## config.mk

```make
export PLATFORM = sky130hd
export DESIGN_NAME = unsigned_to_radix_digits
export DESIGN_NICKNAME = d
export VERILOG_FILES = /design/src/sv/utrd_pkg.sv /design/src/sv/utrd_ram.sv /design/src/sv/utrd_dpath.sv /design/src/sv/utrd_ctrl.sv /design/src/sv/unsigned_to_radix_digits.sv
export SDC_FILE = /design/constraint.sdc
export NUM_CORES = 1
export LEC_CHECK = 0
export ABC_AREA = 1
export BUFFER_PORTS_ARGS = -buffer_cell sky130_fd_sc_hd__buf_2
export CAP_MARGIN = 20
export CORE_MARGIN = 2
export CORE_UTILIZATION = 33
export DETAILED_ROUTE_END_ITERATION = 16
export GPL_TIMING_DRIVEN = 0
export PLACE_DENSITY = 0.48
export SYNTH_ARGS = -nofsm -noshare
export SYNTH_HDL_FRONTEND = slang
export SYNTH_HIERARCHICAL = 1
export SYNTH_SLANG_ARGS = --single-unit
```

## constraint.sdc

```tcl
create_clock -name clock -period 29.6 [get_ports clock]
set_input_delay 7.4 -clock clock [delete_from_list [all_inputs] [get_ports clock]]
set_output_delay 7.4 -clock clock [all_outputs]
set_load 0.05 [all_outputs]
```

## src/sv/utrd_pkg.sv

```systemverilog
// ----------------------------------------------------------------------------
// utrd_pkg
// Shared constants and controller/datapath interface types for the unsigned
// to radix digit converter.
// ----------------------------------------------------------------------------
package utrd_pkg;

   localparam int IN_W        = 64;
   localparam int VALUE_WIDTH = 64;
   localparam int MAX_DIGITS  = 64;
   localparam int RADIX_W     = 4;
   localparam int CHAR_W      = 6;
   localparam int STEP_BITS   = 8;

   localparam int CHUNKS = (VALUE_WIDTH + STEP_BITS - 1) / STEP_BITS;
   localparam int PAD_W  = CHUNKS * STEP_BITS;
   localparam int STEP_W = (CHUNKS > 1) ? $clog2(CHUNKS) : 1;
   localparam int CNT_W  = $clog2(MAX_DIGITS + 1);
   localparam int ADDR_W = $clog2(MAX_DIGITS);

   localparam logic [RADIX_W-1:0] RADIX_MIN   = 4'd2;
   localparam logic [RADIX_W-1:0] RADIX_MAX   = 4'd10;
   localparam logic [RADIX_W-1:0] RADIX_RESET = 4'd10;
   localparam logic [CHAR_W-1:0]  DIGIT_ZERO  = 6'd48;

   typedef struct packed {
      logic load;
      logic div_step;
      logic prime;
      logic emit;
      logic emit_next;
   } utrd_cmd_type;

   typedef struct packed {
      logic step_last;
      logic quot_zero;
      logic count_full;
      logic emit_last;
   } utrd_sts_type;

endpackage

```

## src/sv/utrd_ram.sv

```systemverilog
// ----------------------------------------------------------------------------
// utrd_ram
// Generic single write port, single read port RAM with registered read.
// ----------------------------------------------------------------------------
module utrd_ram #(
   parameter int WIDTH = 4,
   parameter int DEPTH = 64
) (
   input  logic                     clock,
   input  logic                     wr_en,
   input  logic [$clog2(DEPTH)-1:0] wr_addr,
   input  logic [WIDTH-1:0]         wr_data,
   input  logic                     rd_en,
   input  logic [$clog2(DEPTH)-1:0] rd_addr,
   output logic [WIDTH-1:0]         rd_data
);

   logic [WIDTH-1:0] mem_ff [DEPTH];
   logic [WIDTH-1:0] rd_data_ff;

   always_ff @(posedge clock) begin
      if (wr_en) begin
         mem_ff[wr_addr] <= wr_data;
      end
      if (rd_en) begin
         rd_data_ff <= mem_ff[rd_addr];
      end
   end

   assign rd_data = rd_data_ff;

endmodule

```

## src/sv/utrd_dpath.sv

```systemverilog
// ----------------------------------------------------------------------------
// utrd_dpath
// Radix register, shift-and-subtract divider (STEP_BITS quotient bits per
// cycle), digit store and read-back index.
// ----------------------------------------------------------------------------
module utrd_dpath import utrd_pkg::*; (
   input  logic               clock,
   input  logic               reset,
   input  utrd_cmd_type       cmd,
   output utrd_sts_type       sts,
   input  logic               csr_valid,
   output logic               csr_ready,
   input  logic [RADIX_W-1:0] csr_radix,
   input  logic [IN_W-1:0]    req_value,
   output logic [CHAR_W-1:0]  rsp_digit_char
);

   logic [RADIX_W-1:0]   radix_ff, radix_in;
   logic [PAD_W-1:0]     work_ff, work_in;
   logic [RADIX_W-1:0]   rem_ff, rem_in;
   logic [STEP_W-1:0]    step_ff, step_in;
   logic                 nz_ff, nz_in;
   logic [CNT_W-1:0]     cnt_ff, cnt_in;
   logic [ADDR_W-1:0]    idx_ff, idx_in;

   logic [RADIX_W-1:0]   rem_v;
   logic [RADIX_W:0]     trial;
   logic [STEP_BITS-1:0] qbits;
   logic [ADDR_W-1:0]    cnt_m1;
   logic                 wr_en;
   logic                 rd_en;
   logic [ADDR_W-1:0]    rd_addr;
   logic [RADIX_W-1:0]   rd_data;

   assign csr_ready = 1'b1;

   always_comb begin
      radix_in = radix_ff;
      if (csr_valid) begin
         if (csr_radix < RADIX_MIN) begin
            radix_in = RADIX_MIN;
         end else if (csr_radix > RADIX_MAX) begin
            radix_in = RADIX_MAX;
         end else begin
            radix_in = csr_radix;
         end
      end
   end

   // restoring division of the top byte, remainder carried across cycles
   always_comb begin
      rem_v = rem_ff;
      trial = '0;
      qbits = '0;
      for (int i = STEP_BITS - 1; i >= 0; i--) begin
         trial = {rem_v, work_ff[PAD_W-STEP_BITS+i]};
         if (trial >= {1'b0, radix_ff}) begin
            trial    = trial - {1'b0, radix_ff};
            qbits[i] = 1'b1;
         end
         rem_v = trial[RADIX_W-1:0];
      end
   end

   assign sts.step_last  = (step_ff == STEP_W'(CHUNKS - 1));
   assign sts.quot_zero  = !nz_ff && (qbits == '0);
   assign sts.count_full = (cnt_ff == CNT_W'(MAX_DIGITS - 1));
   assign sts.emit_last  = (idx_ff == '0);

   assign cnt_m1 = ADDR_W'(cnt_ff - CNT_W'(1));

   always_comb begin
      work_in = work_ff;
      rem_in  = rem_ff;
      step_in = step_ff;
      nz_in   = nz_ff;
      cnt_in  = cnt_ff;
      idx_in  = idx_ff;
      if (cmd.load) begin
         work_in = PAD_W'(req_value[VALUE_WIDTH-1:0]);
         rem_in  = '0;
         step_in = '0;
         nz_in   = 1'b0;
         cnt_in  = '0;
      end else if (cmd.div_step) begin
         work_in = (work_ff << STEP_BITS) | PAD_W'(qbits);
         if (sts.step_last) begin
            rem_in  = '0;
            step_in = '0;
            nz_in   = 1'b0;
            cnt_in  = cnt_ff + CNT_W'(1);
         end else begin
            rem_in  = rem_v;
            step_in = step_ff + STEP_W'(1);
            nz_in   = nz_ff || (qbits != '0);
         end
      end
      if (cmd.prime) begin
         idx_in = cnt_m1;
      end else if (cmd.emit_next && !sts.emit_last) begin
         idx_in = idx_ff - ADDR_W'(1);
      end
   end

   always_ff @(posedge clock) begin
      if (reset) begin
         radix_ff <= RADIX_RESET;
         step_ff  <= '0;
         nz_ff    <= 1'b0;
         cnt_ff   <= '0;
         idx_ff   <= '0;
      end else begin
         radix_ff <= radix_in;
         step_ff  <= step_in;
         nz_ff    <= nz_in;
         cnt_ff   <= cnt_in;
         idx_ff   <= idx_in;
      end
   end

   always_ff @(posedge clock) begin
      work_ff <= work_in;
      rem_ff  <= rem_in;
   end

   assign wr_en   = cmd.div_step && sts.step_last;
   assign rd_en   = cmd.prime || (cmd.emit_next && !sts.emit_last);
   assign rd_addr = cmd.prime ? cnt_m1 : idx_in;

   utrd_ram #(
      .WIDTH (RADIX_W),
      .DEPTH (MAX_DIGITS)
   ) u_store (
      .clock   (clock),
      .wr_en   (wr_en),
      .wr_addr (cnt_ff[ADDR_W-1:0]),
      .wr_data (rem_v),
      .rd_en   (rd_en),
      .rd_addr (rd_addr),
      .rd_data (rd_data)
   );

   assign rsp_digit_char = DIGIT_ZERO + {{(CHAR_W - RADIX_W){1'b0}}, rd_data};

   a_cnt_bound: assert property (@(posedge clock) disable iff (reset)
      cnt_ff <= CNT_W'(MAX_DIGITS))
      else $error("digit count beyond store depth");

   a_rem_below_radix: assert property (@(posedge clock) disable iff (reset)
      cmd.div_step |-> rem_ff < radix_ff)
      else $error("partial remainder not below radix");

   a_idx_in_range: assert property (@(posedge clock) disable iff (reset)
      cmd.emit |-> {1'b0, idx_ff} < cnt_ff)
      else $error("read-back index outside stored digits");

endmodule

```

## src/sv/utrd_ctrl.sv

```systemverilog
// ----------------------------------------------------------------------------
// utrd_ctrl
// Sequencer: accept, divide digit by digit, prime store read, emit digits.
// ----------------------------------------------------------------------------
module utrd_ctrl import utrd_pkg::*; (
   input  logic         clock,
   input  logic         reset,
   input  logic         req_valid,
   output logic         req_stall,
   output logic         rsp_valid,
   input  logic         rsp_stall,
   output utrd_cmd_type cmd,
   input  utrd_sts_type sts
);

   typedef enum logic [3:0] {
      ST_IDLE   = 4'b0001,
      ST_DIVIDE = 4'b0010,
      ST_PRIME  = 4'b0100,
      ST_EMIT   = 4'b1000
   } state_type;

   state_type state_ff, state_in;

   assign req_stall = (state_ff != ST_IDLE);
   assign rsp_valid = (state_ff == ST_EMIT);

   assign cmd.load      = (state_ff == ST_IDLE) && req_valid;
   assign cmd.div_step  = (state_ff == ST_DIVIDE);
   assign cmd.prime     = (state_ff == ST_PRIME);
   assign cmd.emit      = (state_ff == ST_EMIT);
   assign cmd.emit_next = (state_ff == ST_EMIT) && !rsp_stall;

   always_comb begin
      state_in = state_ff;
      case (state_ff)
         ST_IDLE: begin
            if (req_valid) begin
               state_in = ST_DIVIDE;
            end
         end
         ST_DIVIDE: begin
            if (sts.step_last && (sts.quot_zero || sts.count_full)) begin
               state_in = ST_PRIME;
            end
         end
         ST_PRIME: begin
            state_in = ST_EMIT;
         end
         ST_EMIT: begin
            if (!rsp_stall && sts.emit_last) begin
               state_in = ST_IDLE;
            end
         end
         default: begin
            state_in = ST_IDLE;
         end
      endcase
   end

   always_ff @(posedge clock) begin
      if (reset) begin
         state_ff <= ST_IDLE;
      end else begin
         state_ff <= state_in;
      end
   end

   a_last_ends_item: assert property (@(posedge clock) disable iff (reset)
      (rsp_valid && !rsp_stall && sts.emit_last) |=> !rsp_valid && !req_stall)
      else $error("block not idle after final digit taken");

   a_emit_after_prime: assert property (@(posedge clock) disable iff (reset)
      $rose(rsp_valid) |-> $past(state_ff) == ST_PRIME)
      else $error("digit shown before store read primed");

endmodule

```

## src/sv/unsigned_to_radix_digits.sv

```systemverilog
// ----------------------------------------------------------------------------
// unsigned_to_radix_digits
// Converts an unsigned value to ASCII digits in radix 2..10, most
// significant first, last digit flagged.
//
//   channel  direction  handshake              payload
//   req      in         req_valid / req_stall  req_value[63:0]
//   rsp      out        rsp_valid / rsp_stall  rsp_digit_char[5:0], rsp_last_digit
//   csr      in         csr_valid / csr_ready  csr_radix[3:0]
//
// The divider retires 8 quotient bits per cycle while dividing; each digit
// takes one full pass over the value. Worst case (radix 2, top bit set) is
// 64 digits. One item at a time; req_stall is high from accept until the
// final digit is taken. Synchronous active-high reset sets radix to 10.
// ----------------------------------------------------------------------------
module unsigned_to_radix_digits import utrd_pkg::*; (
   input  logic               clock,
   input  logic               reset,
   input  logic               req_valid,
   output logic               req_stall,
   input  logic [IN_W-1:0]    req_value,
   output logic               rsp_valid,
   input  logic               rsp_stall,
   output logic [CHAR_W-1:0]  rsp_digit_char,
   output logic               rsp_last_digit,
   input  logic               csr_valid,
   output logic               csr_ready,
   input  logic [RADIX_W-1:0] csr_radix
);

   utrd_cmd_type cmd;
   utrd_sts_type sts;

   utrd_ctrl u_ctrl (
      .clock     (clock),
      .reset     (reset),
      .req_valid (req_valid),
      .req_stall (req_stall),
      .rsp_valid (rsp_valid),
      .rsp_stall (rsp_stall),
      .cmd       (cmd),
      .sts       (sts)
   );

   utrd_dpath u_dpath (
      .clock          (clock),
      .reset          (reset),
      .cmd            (cmd),
      .sts            (sts),
      .csr_valid      (csr_valid),
      .csr_ready      (csr_ready),
      .csr_radix      (csr_radix),
      .req_value      (req_value),
      .rsp_digit_char (rsp_digit_char)
   );

   assign rsp_last_digit = sts.emit_last;

endmodule

```

==> Word level (Yosys, flattened, before mapping) <==
Memory sizes are Yosys's and may differ from the RTL's. A register that Yosys moved wholly into a read port is not among the register bits.
Cells that the tools add are included.
{ "word_totals": {"ramBits": 256, "register_bits": 93, "inputBits": 73, "memories": 1, "wordCells": 95, "out_inout_bits": 10} }
{ "mem_list": {"columns": ["name", "depth", "word_bits", "read_ports", "rd_ports_with_merged_regs", "write_ports", "line_no", "rtl"], "rows": [
  ["u_dpath.u_store.mem_ff", 64, 4, 1, 1, 1, "utrd_ram.sv:18", "logic [WIDTH-1:0] mem_ff [DEPTH];"]
]} }
{ "op_classes": {"mux": 32, "n_eq_ne": 10, "n_addsub": 13, "bitwise_logic": 1, "n_lt_le_gt_ge": 10, "reduce_logical": 20} }
{ "op_table": {"columns": ["cell", "n"], "rows": [
  ["$mux W64", 2],
  ["$or A64 B8 Y64", 1],
  ["$mux W4", 14],
  ["$ge A5 B4 Y1", 8],
  ["$sub A4 B4 Y4", 8],
  ["$mux W6", 3],
  ["$pmux W4 S4", 1],
  ["$sub A6 B1 Y6 const B", 2],
  ["$mux W1", 11],
  ["$logic_not A8 Y1", 1],
  ["$reduce_bool A8 Y1", 1],
  ["$add A7 B1 Y7 const B", 1],
  ["$eq A7 B6 Y1 const B", 1],
  ["$logic_and A1 B1 Y1", 7],
  ["$add A5 B5 Y6 const A", 1],
  ["$logic_not A6 Y1", 1],
  ["$eq A4 B1 Y1 const B", 1],
  ["$eq A4 B2 Y1 const B", 1],
  ["$eq A4 B3 Y1 const B", 1],
  ["$eq A4 B4 Y1 const B", 1],
  ["$gt A4 B4 Y1 const B", 1],
  ["$lt A4 B2 Y1 const B", 1],
  ["$ne A2 B2 Y1 const B", 2],
  ["$ne A4 B1 Y1 const B", 1],
  ["10 further kinds", 14]
]} }

==> Longest topological paths before layout <==
{ "logic_depth": {"ltp_word": 22, "mapped_depth": 79, "mapped_depth_nobuf": 79} }

==> Modules after synthesis <==
Netlist, hierarchy kept.
{ "modules_own_cells": {"columns": ["mod", "instances", "cells_per_inst", "area_each_um2", "seq_area_each_um2"], "rows": [
  ["utrd_ram", 1, 948, 10921.7, 7807.5],
  ["utrd_dpath", 1, 746, 5870.6, 2422.3],
  ["utrd_ctrl", 1, 40, 246.5, 80.1]
]} }

==> Worst setup path before layout <==
No wires, ideal clock.
{ "synth_timing": {"path_type": "flip-flop to flip-flop", "startpoint": "register u_dpath.radix_ff[1]", "endpoint": "memory u_dpath.u_store.mem_ff[0][0], data pin", "slack_ps": 17913, "synth_period_minus_slack_ps": 11687, "t_arrival_ps": 11320, "t_required_ps": 29233, "setup_ps": 367, "path_buffers": 0, "stages_incl_launch_ff": 76, "path_cell_list": "dfxtp_1 -> inv_1 -> ha_1 -> nand2_1 -> inv_1 -> nand2_1 -> nand2_2 -> nand2_4 -> nand2_4 -> nand2_1 -> nand2_1 -> ha_1 -> a21oi_1 -> o21bai_1 -> nor2_1 -> nand2_1 -> inv_1 -> nand3_1 -> [... 40 more ...] -> a21oi_1 -> o21ai_0 -> inv_1 -> nor2_1 -> nor3_1 -> inv_1 -> nor2_2 -> nand3_1 -> nand2_1 -> ha_1 -> a21oi_1 -> o21ai_0 -> nand2_1 -> nand2_1 -> inv_1 -> nand3_4 -> nand2_1 -> and2_1"} }
{ "synth_via": {"elab_chain_len": 16, "word_cells_on_any_way": 23, "cone_classes": "add/sub: 7; order compare: 8; mux: 8"} }
{ "synth_lines": {"columns": ["element", "line_no", "rtl"], "rows": [
  ["from (decl)", "utrd_dpath.sv:18", "logic [RADIX_W-1:0] radix_ff, radix_in;"],
  ["from (signal assigned)", "utrd_dpath.sv:113", "radix_ff <= radix_in;"],
  ["$sub A4 B4 Y4 / $ge A5 B4 Y1 (equally long branches)", "utrd_dpath.sv:58, utrd_dpath.sv:57", null],
  ["$mux W4", "utrd_dpath.sv:57", "if (trial >= {1'b0, radix_ff}) begin"],
  ["$sub A4 B4 Y4 / $ge A5 B4 Y1 (equally long branches)", "utrd_dpath.sv:58, utrd_dpath.sv:57", null],
  ["$mux W4", "utrd_dpath.sv:57", null],
  ["$sub A4 B4 Y4 / $ge A5 B4 Y1 (equally long branches)", "utrd_dpath.sv:58, utrd_dpath.sv:57", null],
  ["$mux W4", "utrd_dpath.sv:57", null],
  ["$ge A5 B4 Y1 / $sub A4 B4 Y4 (equally long branches)", "utrd_dpath.sv:57, utrd_dpath.sv:58", null],
  ["$mux W4", "utrd_dpath.sv:57", null],
  ["$sub A4 B4 Y4 / $ge A5 B4 Y1 (equally long branches)", "utrd_dpath.sv:58, utrd_dpath.sv:57", null],
  ["$mux W4", "utrd_dpath.sv:57", null],
  ["$sub A4 B4 Y4 / $ge A5 B4 Y1 (equally long branches)", "utrd_dpath.sv:58, utrd_dpath.sv:57", null],
  ["$mux W4", "utrd_dpath.sv:57", null],
  ["$sub A4 B4 Y4 / $ge A5 B4 Y1 (equally long branches)", "utrd_dpath.sv:58, utrd_dpath.sv:57", null],
  ["$mux W4", "utrd_dpath.sv:57", null],
  ["$ge A5 B4 Y1 (*)", "utrd_dpath.sv:57", null],
  ["$mux W4 (*)", "utrd_dpath.sv:57", null],
  ["named net u_dpath.trial[0]", "utrd_dpath.sv:27", "logic [RADIX_W:0] trial;"],
  ["to (decl)", "utrd_ram.sv:18", null]
]} }
The timed path passes the listed nets; every way through them passes the cells marked *.

==> Worst setup path after layout <==
{ "layout_timing": {"startpoint": "register u_dpath.radix_ff[1]", "endpoint": "memory u_dpath.u_store.mem_ff[50][2], data pin"} }
{ "layout_via": {"elab_chain_len": 16, "word_cells_on_any_way": 24, "cone_classes": "add/sub: 8; order compare: 8; mux: 8"} }
{ "layout_lines": {"columns": ["element", "line_no"], "rows": [
  ["$sub A4 B4 Y4 / $ge A5 B4 Y1 (equally long branches)", "utrd_dpath.sv:58, utrd_dpath.sv:57"],
  ["$mux W4", "utrd_dpath.sv:57"],
  ["$sub A4 B4 Y4 / $ge A5 B4 Y1 (equally long branches)", "utrd_dpath.sv:58, utrd_dpath.sv:57"],
  ["$mux W4", "utrd_dpath.sv:57"],
  ["$sub A4 B4 Y4 / $ge A5 B4 Y1 (equally long branches)", "utrd_dpath.sv:58, utrd_dpath.sv:57"],
  ["$mux W4", "utrd_dpath.sv:57"],
  ["$ge A5 B4 Y1 / $sub A4 B4 Y4 (equally long branches)", "utrd_dpath.sv:57, utrd_dpath.sv:58"],
  ["$mux W4", "utrd_dpath.sv:57"],
  ["$sub A4 B4 Y4 / $ge A5 B4 Y1 (equally long branches)", "utrd_dpath.sv:58, utrd_dpath.sv:57"],
  ["$mux W4", "utrd_dpath.sv:57"],
  ["$sub A4 B4 Y4 / $ge A5 B4 Y1 (equally long branches)", "utrd_dpath.sv:58, utrd_dpath.sv:57"],
  ["$mux W4", "utrd_dpath.sv:57"],
  ["$ge A5 B4 Y1 / $sub A4 B4 Y4 (equally long branches)", "utrd_dpath.sv:57, utrd_dpath.sv:58"],
  ["$mux W4", "utrd_dpath.sv:57"],
  ["$sub A4 B4 Y4 / $ge A5 B4 Y1 (equally long branches)", "utrd_dpath.sv:58, utrd_dpath.sv:57"],
  ["$mux W4 (*)", "utrd_dpath.sv:57"],
  ["named net u_dpath.trial[2]", "utrd_dpath.sv:27"]
]} }
Marked as above.

==> results.py <==
metrics = {
    "worst_setup_path": {
        "worstPathRequired_ns": 29.84,
        "cp-start-kind": "flip-flop",
        "slowest_stage": "dfxtp_1",
        "critPathCaptureType": "flip-flop",
        "crit_fanout": 65,
        "cp_data_arrival_time_ns": 13.65,
        "slowest_delay_ns": 0.59,
        "cp_common_cell": "nand2_1",
        "worst-setup-path-type": "flip-flop to flip-flop",
    },
    "route": {
        "num_vias": 12500,
        "drt_iter0_markers": 1006,
        "avgRoutedWirePerCell_um": 19.0,
        "wl_um": 49000,
        "postRouteAntennaNets": 0,
        "drt-vias-per-instance": 4.87,
        "first_pass_iters": 6,
        "drc_errors": 0,
    },
    "timing": {
        "max_slew_margin_pct": 31.5,
        "fin_crit_sh_pct": 45.3,
        "fmax_mhz": 74.6,
        "hold_ws_ns": 0.466,
        "fin_skew_ns": 0.0182,
        "fin_setup_tns_ns": 0,
        "grt_setup_unrepaired": "false",
        "finalHoldViolCount": 0,
        "min_period_ns": 13.41,
        "setup_viol": 0,
        "tightest_slew_ns": 1.02,
        "maxSlewViolCount": 0,
    },
    "grt": {
        "grt_usage_pct": 18.5,
        "grt_pass1_vias": 12300,
        "grt_util_met3_pct": 3.20,
        "grt_pass1_wl_um": 73700,
        "grt-busiest-layer": "met2",
        "antenna_found_initial": 3,
        "use_met2_pct": 30.0,
        "grt_start_max_net_pins": 66,
        "grt.overflow.total": 0,
        "met1_usage_pct": 25.1,
    },
    "layout": {
        "area_delta_synth_final_pct": 15.0,
        "drive_above_1_share_pct": 11.6,
        "nets": 1979,
        "antenna_cells": 0,
    },
    "placement": {
        "dp_hpwl_um": 33400,
        "gp_congestion": 0.866,
        "port_buffers": 79,
    },
    "floorplan": {
        "die_y_um": 231,
        "die_area_um2": 53400,
        "start_util_pct": 33.3,
        "rows": 83,
        "pin_count": 83,
        "die_w_um": 231,
        "core_area_um2": 51200,
    },
    "clock_network": {
        "cts_buffers": 42,
        "clk_path_buf_depth": 3,
        "hold_buffers": 0,
        "ctsRootBufferMaster": "clkbuf_16",
        "clock_latency_ns": 0.57,
        "cts_sinks": 353,
        "cts.repair.resized": 0,
        "cts_tree": "yes",
        "cts_setup_buffers": 0,
        "htreeDepth": 2,
        "clkTransAtPathRegs_ns": 0.05,
    },
    "logic_synthesis": {
        "syn-cell-area_um2": 17000,
        "synthCells": 1733,
        "yosysWarningCount": 6,
        "synth_area_per_cell_um2": 9.83,
    },
    "hold_path": {
        "hold_path_class": "flip-flop to flip-flop",
    },
    "flow_run": {
        "maxCapViolCount": 0,
    },
    "run_status": {
        "status": "finished clean",
    },
}
-- state kept, by name, indices dropped and copies added, names as in the netlist --
name / cells
u_ctrl/state_ff: 4
u_dpath/step_ff: 3
u_dpath/idx_ff: 6
u_dpath/rem_ff: 4
u_dpath/nz_ff: 1
u_dpath/u_store/rd_data: 4
u_dpath/cnt_ff: 7
u_dpath/radix_ff: 4
u_dpath/u_store/mem_ff: 256
u_dpath/work_ff: 64
-- layer usage --
metal	up-vias	wire [um]
met1	5925	22200
met5	-	34
met2	399	22500
li1	6132	-
met4	6	1240
met3	73	2980
-- worst paths after layout --
| kind | from | to | slack (ns) | depth (start not counted) |
|---|---|---|---|---|
| worst max-delay path | u_dpath/radix_ff[1] | u_dpath/u_store/mem_ff[50][2] | 16.19 | 74 |
| worst min-delay path | u_dpath/step_ff[2] | u_dpath/step_ff[2] | 0.47 | 2 |
| worst max register to register | u_dpath/radix_ff[1] | u_dpath/u_store/mem_ff[50][2] | 16.19 | 74 |
| worst min register to register | u_dpath/step_ff[2] | u_dpath/step_ff[2] | 0.47 | 2 |
-- worst max-delay path: cells and delay by family, from the launching register on --
family,cells,cell delay [ns]
flip-flops,1,0.59
AND/OR/NAND/NOR,39,5.48
AO/OA/AOI/OAI,14,2.81
buffers and inverters,13,1.53
adder cells (fa/ha/maj),8,2.59
-- placed cells by master (no fill, tap or decap), drive strengths merged, types with 23 or more instances in the layout --
cell type / count
nand2: 629
edfxtp: 324
nand3: 277
buf: 128
inv: 107
nor2: 105
clkbuf: 80
ha: 39
o21ai: 30
dfxtp: 29
a21oi: 29
clkinv: 23
-- cell type report --
| cell class | instances | area, um2 |
|---|---|---|
| plain buffers | 75 | 503 |
| inverters | 108 | 405 |
| well taps | 680 | 851 |
| fillers | 5098 | 31600 |
| clock buffers | 53 | 1110 |
| flip-flops and latches | 353 | 10300 |
| clock inverters | 24 | 155 |
| repair buffers | 80 | 415 |
| multi-input cells | 1199 | 5840 |
-- through the flow --
stage	util, %	instances	area [um2]	worst slack [ns]
floorplan	-	1735	17000	17.91
global placement	35.7	2494	18300	14.54
detailed placement	35.8	2495	18300	16.15
CTS	38.3	2572	19600	16.08
global route	38.3	2572	19600	14.72
finish	38.3	2572	19600	16.19
Power is left out: the tool's default activity adds up to more than one toggle a clock period on the data nets, which glitch-free logic cannot reach.
